===== config.mk =====
export PLATFORM = sky130hd
export DESIGN_NAME = mid_square_hash_table_top
export DESIGN_NICKNAME = d
export VERILOG_FILES = /design/src/rtl/core/msht_pkg.sv /design/src/rtl/core/msht_ctrl.sv /design/src/rtl/core/msht_datapath.sv /design/src/rtl/core/mid_square_hash_table_top.sv
export SDC_FILE = /design/constraint.sdc
export NUM_CORES = 2
export LEC_CHECK = 0
export BUFFER_PORTS_ARGS = -buffer_cell sky130_fd_sc_hd__buf_2
export CORE_AREA = 3 3 523 525
export DETAILED_ROUTE_END_ITERATION = 8
export DIE_AREA = 0 0 526 528
export PLACE_DENSITY_LB_ADDON = 0.1
export SLEW_MARGIN = 0
export SYNTH_ARGS = -nofsm -noshare
export SYNTH_HDL_FRONTEND = slang
export SYNTH_SLANG_ARGS = --single-unit

===== constraint.sdc =====
create_clock -name clock -period 5.7 [get_ports clock]
set_input_delay 0.285 -clock clock [delete_from_list [all_inputs] [get_ports clock]]
set_output_delay 0.285 -clock clock [all_outputs]
set_load 0.02 [all_outputs]

===== src/rtl/core/msht_pkg.sv =====
`timescale 1ns / 1ps
package msht_pkg;

   // field widths
   localparam int KEY_W   = 16;
   localparam int SQ_W    = 32;
   localparam int DIGITS  = 10;
   localparam int DIGIT_W = 4;
   localparam int BCD_W   = DIGITS * DIGIT_W;
   localparam int MID_W   = 7;
   localparam int SLOT_W  = 7;
   localparam int TS_W    = 8;
   localparam int CONV_W  = 5;
   localparam int MODC_W  = 3;

   // table size after reset
   localparam logic [TS_W-1:0] TS_RESET = 8'd128;

   // request codes
   typedef enum logic [1:0] {
      REQ_INSERT = 2'd0,
      REQ_DELETE = 2'd1,
      REQ_SEARCH = 2'd2
   } req_type_type;

   // controller to datapath
   typedef struct packed {
      logic clr_step;
      logic load;
      logic conv_step;
      logic pick;
      logic mod_step;
      logic mem_rd;
      logic commit;
   } cmd_type;

   // datapath to controller
   typedef struct packed {
      logic clr_done;
      logic conv_done;
      logic mod_done;
      logic out_free;
   } status_type;

endpackage


===== src/rtl/core/msht_ctrl.sv =====
`timescale 1ns / 1ps
module msht_ctrl (
   input  logic                clock,
   input  logic                reset,
   input  logic                req_tvalid,
   output logic                req_tready,
   input  msht_pkg::status_type status,
   output msht_pkg::cmd_type    cmd
);

   typedef enum logic [6:0] {
      ST_CLEAR  = 7'b0000001,
      ST_IDLE   = 7'b0000010,
      ST_CONV   = 7'b0000100,
      ST_PICK   = 7'b0001000,
      ST_MOD    = 7'b0010000,
      ST_READ   = 7'b0100000,
      ST_UPDATE = 7'b1000000
   } state_type;

   state_type state_ff;
   state_type state_in;

   // next state and commands
   always_comb begin
      state_in   = state_ff;
      cmd        = '0;
      req_tready = 1'b0;
      case (state_ff)
         ST_CLEAR: begin
            cmd.clr_step = 1'b1;
            if (status.clr_done) state_in = ST_IDLE;
         end
         ST_IDLE: begin
            req_tready = 1'b1;
            if (req_tvalid) begin
               cmd.load = 1'b1;
               state_in = ST_CONV;
            end
         end
         ST_CONV: begin
            cmd.conv_step = 1'b1;
            if (status.conv_done) state_in = ST_PICK;
         end
         ST_PICK: begin
            cmd.pick = 1'b1;
            state_in = ST_MOD;
         end
         ST_MOD: begin
            cmd.mod_step = 1'b1;
            if (status.mod_done) state_in = ST_READ;
         end
         ST_READ: begin
            cmd.mem_rd = 1'b1;
            state_in   = ST_UPDATE;
         end
         ST_UPDATE: begin
            if (status.out_free) begin
               cmd.commit = 1'b1;
               state_in   = ST_IDLE;
            end
         end
         default: begin
            state_in = ST_CLEAR;
         end
      endcase
   end

   // state register
   always_ff @(posedge clock) begin
      if (reset) state_ff <= ST_CLEAR;
      else       state_ff <= state_in;
   end

endmodule


===== src/rtl/core/msht_datapath.sv =====
`timescale 1ns / 1ps
module msht_datapath #(
   parameter int TABLE_DEPTH = 128
) (
   input  logic                             clock,
   input  logic                             reset,
   input  msht_pkg::cmd_type                cmd,
   output msht_pkg::status_type             status,
   input  logic [1:0]                       req_type,
   input  logic [msht_pkg::KEY_W-1:0]       req_key,
   input  logic                             csr_we,
   input  logic [msht_pkg::TS_W-1:0]        csr_wdata,
   output logic                             rsp_valid,
   input  logic                             rsp_ready,
   output logic                             rsp_found,
   output logic [msht_pkg::SLOT_W-1:0]      rsp_slot
);

   localparam int IDX_W = (TABLE_DEPTH > 1) ? $clog2(TABLE_DEPTH) : 1;

   // request registers
   msht_pkg::req_type_type             type_ff;
   logic [msht_pkg::KEY_W-1:0]         key_ff;

   // binary to decimal conversion
   logic [msht_pkg::SQ_W-1:0]          bin_ff;
   logic [msht_pkg::SQ_W-1:0]          bin_in;
   logic [msht_pkg::BCD_W-1:0]         bcd_ff;
   logic [msht_pkg::BCD_W-1:0]         bcd_in;
   logic [msht_pkg::BCD_W-1:0]         bcd_adj;
   logic [msht_pkg::CONV_W-1:0]        conv_cnt_ff;

   // middle digits and remainder
   logic [msht_pkg::DIGIT_W-1:0]       dig [msht_pkg::DIGITS];
   logic [3:0]                         len;
   logic [3:0]                         half;
   logic [msht_pkg::DIGIT_W-1:0]       dig_hi;
   logic [msht_pkg::DIGIT_W-1:0]       dig_lo;
   logic [msht_pkg::MID_W-1:0]         mid_in;
   logic [msht_pkg::MID_W-1:0]         mid_ff;
   logic [msht_pkg::MODC_W-1:0]        mod_cnt_ff;
   logic [msht_pkg::TS_W-1:0]          rem_ff;
   logic [msht_pkg::TS_W-1:0]          rem_in;
   logic [msht_pkg::TS_W:0]            trial;
   logic [msht_pkg::TS_W-1:0]          table_size_ff;
   logic [msht_pkg::TS_W-1:0]          divisor;

   // table store
   logic [msht_pkg::KEY_W-1:0]         mem [TABLE_DEPTH];
   logic [msht_pkg::KEY_W-1:0]         rdata_ff;
   logic [IDX_W-1:0]                   clr_ff;
   logic [IDX_W-1:0]                   slot_addr;
   logic                               mem_we;
   logic [IDX_W-1:0]                   mem_waddr;
   logic [msht_pkg::KEY_W-1:0]         mem_wdata;
   logic                               match;
   logic                               found_in;

   // output register
   logic                               rsp_valid_ff;
   logic                               found_ff;
   logic [msht_pkg::SLOT_W-1:0]        slot_ff;

   // table size register
   always_ff @(posedge clock) begin
      if (reset)       table_size_ff <= msht_pkg::TS_RESET;
      else if (csr_we) table_size_ff <= csr_wdata;
   end

   // effective divisor: zero counts as one, capped at the depth
   always_comb begin
      if (table_size_ff == '0)
         divisor = msht_pkg::TS_W'(1);
      else if (32'(table_size_ff) > TABLE_DEPTH)
         divisor = msht_pkg::TS_W'(TABLE_DEPTH);
      else
         divisor = table_size_ff;
   end

   // double dabble step: add 3 to digits of 5 and up, then shift in one bit
   always_comb begin
      bcd_adj = bcd_ff;
      for (int k = 0; k < msht_pkg::DIGITS; k++) begin
         if (bcd_ff[k*msht_pkg::DIGIT_W +: msht_pkg::DIGIT_W] >= 4'd5)
            bcd_adj[k*msht_pkg::DIGIT_W +: msht_pkg::DIGIT_W] =
               bcd_ff[k*msht_pkg::DIGIT_W +: msht_pkg::DIGIT_W] + 4'd3;
      end
      bcd_in = {bcd_adj[msht_pkg::BCD_W-2:0], bin_ff[msht_pkg::SQ_W-1]};
      bin_in = {bin_ff[msht_pkg::SQ_W-2:0], 1'b0};
   end

   // digit count and middle digit selection
   always_comb begin
      for (int k = 0; k < msht_pkg::DIGITS; k++)
         dig[k] = bcd_ff[k*msht_pkg::DIGIT_W +: msht_pkg::DIGIT_W];
      len = 4'd1;
      for (int k = 1; k < msht_pkg::DIGITS; k++) begin
         if (dig[k] != '0) len = 4'(k + 1);
      end
      half   = len >> 1;
      dig_hi = dig[half];
      dig_lo = (half == '0) ? '0 : dig[half - 4'd1];
      if (len[0])
         mid_in = msht_pkg::MID_W'(dig_hi);
      else
         mid_in = msht_pkg::MID_W'({dig_hi, 3'b000}) + msht_pkg::MID_W'({dig_hi, 1'b0})
                  + msht_pkg::MID_W'(dig_lo);
   end

   // restoring remainder step, one bit of the middle value per cycle
   always_comb begin
      trial = {rem_ff, mid_ff[mod_cnt_ff]};
      if (trial >= {1'b0, divisor})
         rem_in = msht_pkg::TS_W'(trial - {1'b0, divisor});
      else
         rem_in = trial[msht_pkg::TS_W-1:0];
   end

   // hash pipeline registers
   always_ff @(posedge clock) begin
      if (cmd.load) begin
         type_ff     <= msht_pkg::req_type_type'(req_type);
         key_ff      <= req_key;
         bin_ff      <= msht_pkg::SQ_W'(req_key) * msht_pkg::SQ_W'(req_key);
         bcd_ff      <= '0;
         conv_cnt_ff <= '0;
      end else if (cmd.conv_step) begin
         bin_ff      <= bin_in;
         bcd_ff      <= bcd_in;
         conv_cnt_ff <= conv_cnt_ff + 1'b1;
      end
      if (cmd.pick) begin
         mid_ff     <= mid_in;
         rem_ff     <= '0;
         mod_cnt_ff <= msht_pkg::MODC_W'(msht_pkg::MID_W - 1);
      end else if (cmd.mod_step) begin
         rem_ff     <= rem_in;
         mod_cnt_ff <= mod_cnt_ff - 1'b1;
      end
   end

   assign slot_addr = IDX_W'(rem_ff);
   assign match     = (rdata_ff == key_ff);

   // table update and result for the finished item
   always_comb begin
      mem_we    = 1'b0;
      mem_waddr = slot_addr;
      mem_wdata = key_ff;
      found_in  = 1'b0;
      if (cmd.clr_step) begin
         mem_we    = 1'b1;
         mem_waddr = clr_ff;
         mem_wdata = '0;
      end else if (cmd.commit) begin
         case (type_ff)
            msht_pkg::REQ_INSERT: begin
               mem_we   = 1'b1;
               found_in = 1'b1;
            end
            msht_pkg::REQ_DELETE: begin
               mem_we    = match;
               mem_wdata = '0;
               found_in  = match;
            end
            msht_pkg::REQ_SEARCH: begin
               found_in = match;
            end
            default: begin
               found_in = 1'b0;
            end
         endcase
      end
   end

   // table memory
   always_ff @(posedge clock) begin
      if (mem_we) mem[mem_waddr] <= mem_wdata;
      if (cmd.mem_rd) rdata_ff <= mem[slot_addr];
   end

   // clearing pass counter
   always_ff @(posedge clock) begin
      if (reset)             clr_ff <= '0;
      else if (cmd.clr_step) clr_ff <= clr_ff + 1'b1;
   end

   // result register
   always_ff @(posedge clock) begin
      if (reset)           rsp_valid_ff <= 1'b0;
      else if (cmd.commit) rsp_valid_ff <= 1'b1;
      else if (rsp_ready)  rsp_valid_ff <= 1'b0;
   end

   always_ff @(posedge clock) begin
      if (cmd.commit) begin
         found_ff <= found_in;
         slot_ff  <= rem_ff[msht_pkg::SLOT_W-1:0];
      end
   end

   assign status.clr_done  = (clr_ff == IDX_W'(TABLE_DEPTH - 1));
   assign status.conv_done = (conv_cnt_ff == msht_pkg::CONV_W'(msht_pkg::SQ_W - 1));
   assign status.mod_done  = (mod_cnt_ff == '0);
   assign status.out_free  = !rsp_valid_ff || rsp_ready;

   assign rsp_valid = rsp_valid_ff;
   assign rsp_found = found_ff;
   assign rsp_slot  = slot_ff;

endmodule


===== src/rtl/core/mid_square_hash_table_top.sv =====
`timescale 1ns / 1ps
// Direct-mapped hash table of TABLE_DEPTH 16-bit slots, indexed by the decimal
// mid-square hash of the key, with no collision handling. Each request item
// (insert, delete or search) gives one result item: found and the slot index.
// One item is worked at a time: the key is squared as it is loaded, then 32
// double-dabble steps in the binary-to-decimal converter, a pick of the middle
// digits, 7 steps of the bit-serial remainder unit, a memory read and an update
// that also loads the result register, then the idle state in which the next
// item is accepted. A result that is not taken holds the update until the
// result register frees. After reset the table is swept to empty, one slot at
// a time, while req_tready is low.
// The csr channel is always ready and sets the table size used as divisor.
module mid_square_hash_table_top #(
   parameter int TABLE_DEPTH = 128
) (
   input  logic        clock,
   input  logic        reset,
   input  logic        req_tvalid,
   output logic        req_tready,
   input  logic [15:0] req_tdata,   // [15:0] key
   input  logic [1:0]  req_tuser,   // [1:0] req_type
   output logic        rsp_tvalid,
   input  logic        rsp_tready,
   output logic [7:0]  rsp_tdata,   // [0] found, [7:1] slot_index
   input  logic        csr_valid,
   output logic        csr_ready,
   input  logic [7:0]  csr_data     // [7:0] table_size
);

   msht_pkg::cmd_type    cmd;
   msht_pkg::status_type status;
   logic                 rsp_found;
   logic [6:0]           rsp_slot;

   // sequencer
   msht_ctrl u_ctrl (
      .clock      (clock),
      .reset      (reset),
      .req_tvalid (req_tvalid),
      .req_tready (req_tready),
      .status     (status),
      .cmd        (cmd)
   );

   // hash unit, table store and result register
   msht_datapath #(
      .TABLE_DEPTH (TABLE_DEPTH)
   ) u_datapath (
      .clock     (clock),
      .reset     (reset),
      .cmd       (cmd),
      .status    (status),
      .req_type  (req_tuser),
      .req_key   (req_tdata),
      .csr_we    (csr_valid),
      .csr_wdata (csr_data),
      .rsp_valid (rsp_tvalid),
      .rsp_ready (rsp_tready),
      .rsp_found (rsp_found),
      .rsp_slot  (rsp_slot)
   );

   assign csr_ready = 1'b1;
   assign rsp_tdata = {rsp_slot, rsp_found};

endmodule


==> results_dict.tcl <==
set metrics [dict create \
    cts_sinks 2208 \
    syn-cell-area_mm2 0.0940 \
    gp_congestion 0.788 \
    p_leak_nw 37.0 \
    syn_nets 5127 \
    clk_transition_reported_paths_ns 0.06 \
    avgViaCountPerCell 5.19 \
    placed_area_mm2 0.101 \
    postLayoutCellArea_mm2 0.110 \
    max_freq_mhz 181 \
    worst_pin_slew_ns 1.22 \
    finalSetupViolCount 0 \
    grt.total_usage_pct 18.6 \
    hold_viol_final 0 \
    synthArstFlopShare_pct 0 \
    avgSynthCellArea_um2 19.6 \
    dp_worst_setup_slack_ns -0.406 \
    cp_top_family "adder cells" \
    power_frac_seq_pct 42.1 \
    fin_ws_ns 0.173 \
    path_max_fanout 6 \
    fin_total_pwr_mw 49.3 \
    finalNonFillerCells 9043 \
    crit_required_ns 6.50 \
    portBuffers 40 \
    dp_hpwl_um 158000 \
    start_util_pct 34.8 \
    setup_tns_ns 0 \
    synth.area.top_cells "edfxtp_1 (68%), mux4_2 (16%), fa_1 (3.5%), ha_1 (2.0%), dfxtp_1 (1.7%)" \
    htree_levels 4 \
    critPathMaxStageDelay_ns 0.56 \
    final.period_utilization_pct 97.0 \
    numCtsBuffers 241 \
    slew_headroom_pct 18.9 \
    worst_setup_path_end_kind "flip-flop" \
    crit_path_frequent_cell "fa_1" \
    skew_ns 0.0763 \
    fp.dieArea_mm2 0.278 \
    die_y_um 528 \
    wl_per_cell_um 28.5 \
    power_frac_clock_pct 30.5 \
    status "finished clean" \
    synthCells 4783 \
    cp_num_buf_inv 8 \
    intPower_mw 34.1 \
    start_kind "input port" \
    yosysSeqAreaShare_pct 69.7 \
    ys.flop_type "edfxtp_1" \
    synth_area_leader_cell "edfxtp_1" \
    wl_um 258000 \
    cp_cell_sequence "dlygate4sd3_1 > buf_6 > and2_4 > fa_1 > inv_1 > fa_1 > inv_1 > fa_2 > fa_1 > fa_1 > inv_1 > fa_1 > inv_1 > ha_4 > and3_4 > and3_4 > o211a_1 > a211oi_2 > buf_4 > a211oi_2 > buf_4 > nor2_4 > or4_1 > nand3_1" \
    crit_path_top_delay_cell "dlygate4sd3_1" \
    grt_pass1_wl_um 372000 \
    synth_top_area_share_pct 68.0 \
    layout_commonest_cell "edfxtp_1" \
    antenna_left 0 \
    layout_common_cells "edfxtp_1 (2129), mux4_2 (679), buf_4 (357), inv_1 (273), clkbuf_16 (242)" \
    areaGrowthSynthToFinish_pct 16.6 \
    power_frac_comb_pct 27.4 \
    dr.pass1.iters 5 \
    power_density_mw_per_mm2 450 \
    gr-total-overflow 0 \
    insertion_delay_ns 0.93 \
    cts_root_buffer "clkbuf_16" \
    ys_warn_count 0 \
    grt_max_degree 100 \
    hold_class "input port to flip-flop" \
    swShare_pct 30.7 \
    cts_max_path_buffers 4 \
    whs_ns 0.0434 \
    grt_pass1_vias 49200 \
    fp.dieW_um 526 \
    arrival_ns 6.33 \
    p_sw_mw 15.1 \
    vdd_drop_max_uv 558 \
    pin_count 42 \
    finalCriticalPeriod_ns 5.53 \
    synth-edff-count 2129 \
    synth_cell_types 71 \
    initialDrtViolationCount 4301 \
    cap_violations 0 \
    antenna_found_initial 19 \
    cts_tree "built" \
    placementRows 191 \
    dpl.cell_count 8539 \
    layout.nets 5610 \
    drv_slew 0 \
    num_vias 46900 \
    crit_type "input port to flip-flop" \
    drive_above_1_share_pct 29.8 \
    drc 0 \
    core_mm2 0.270 \
    fin_util_pct 40.6 \
    synth_seq_cells 2208 \
]
[power by group through the flow]
stage,Clock (mW),Combinational [mW],Sequential [mW]
after detailed placement,0,13.1,21.1
after global placement,0,13.0,21.1
after floorplan,0,7.18,21.2
after CTS,15.5,13.2,20.8
final,15.0,13.5,20.8
after global routing,16.1,15.0,20.8
[registers in the layout, summed over array words and instances (netlist names), 7 cells and up]
| register | flops |
|---|---|
| u_datapath.mem | 2048 |
| u_datapath.bcd_ff | 40 |
| u_datapath.bin_ff | 32 |
| u_datapath.key_ff | 16 |
| u_datapath.rdata_ff | 16 |
| u_datapath.rem_ff | 8 |
| u_datapath.table_size_ff | 8 |
| u_ctrl.state_ff | 7 |
| u_datapath.clr_ff | 7 |
| u_datapath.mid_ff | 7 |
| u_datapath.rsp_slot | 7 |
[synthesized netlist by cell type, types with 10 or more instances]
cell	instances
dfxtp_1	79
nor2_1	214
nand2_1	197
mux4_2	679
mux2_2	20
ha_1	148
a21o_1	18
nor2b_1	10
nand3b_1	18
xnor2_1	53
nand2b_1	18
and2_1	59
o21ai_0	101
xor2_1	29
inv_1	284
nand4_1	12
nor3b_1	14
edfxtp_1	2129
mux2i_1	23
nor3_1	10
o31ai_1	10
buf_2	59
buf_1	26
a21oi_1	93
a211oi_1	10
clkbuf_1	134
fa_1	165
nand3_1	69
[logic make-up after synthesis]
family	share of synthesized area [%]
flops	69.7
fa+ha+maj	5.49
simple gates	3.34
compound gates	1.79
xor+xnor	0.764
mux	16.8
buf+inv	2.15
other cells	0.00399
[worst reg2reg max path, delay by kind of cell, from the launching register on]
kind                     cells  cell delay (ns)
flip-flops                   1             0.36
XOR/XNOR                     1             0.17
AO/OA/AOI/OAI                5             1.18
adder cells (fa/ha/maj)      5             1.80
multiplexers                 1             0.42
AND/OR/NAND/NOR              3             0.79
buffers and inverters        2             0.19
[layer usage]
metal | routed length [µm] | up-vias | track usage (%)
li1 | - | 20100 | -
met1 | 120000 | 25500 | 27.4
met2 | 122000 | 1065 | 29.8
met3 | 11800 | 269 | 2.36
met4 | 4390 | 0 | 3.70
met5 | 0 | - | 0
[path summary, 6_finish.rpt]
check | from | slack (ns) | cells after the start | to
worst max-delay path | req_tdata[11] | 0.17 | 24 | u_datapath.bin_ff[30]
worst min-delay path | req_tdata[5] | 0.04 | 2 | u_datapath.key_ff[5]
worst max register to register | u_datapath.bcd_ff[28] | 0.52 | 17 | u_datapath.mid_ff[6]
worst min register to register | u_datapath.conv_cnt_ff[4] | 0.47 | 2 | u_datapath.conv_cnt_ff[4]
[layout make-up]
class / instances / area [µm²]
Fill cell: 24000 / 160000
Sequential cell: 2208 / 65500
Multi-Input combinational cell: 2064 / 27000
Clock buffer: 306 / 6340
Tap cell: 3570 / 4470
Timing Repair Buffer: 465 / 3890
Clock inverter: 140 / 1220
Inverter: 286 / 1070
Antenna cell: 4 / 10.0
[repair_timing]
item,in CTS,in global routing
setup buffers,0,9
gates resized for setup,0,90
hold buffers,46,2
endpoints found under the hold margin,54,2
setup endpoints to repair,0,15
No activity file was read; power rests on OpenSTA's default activity.
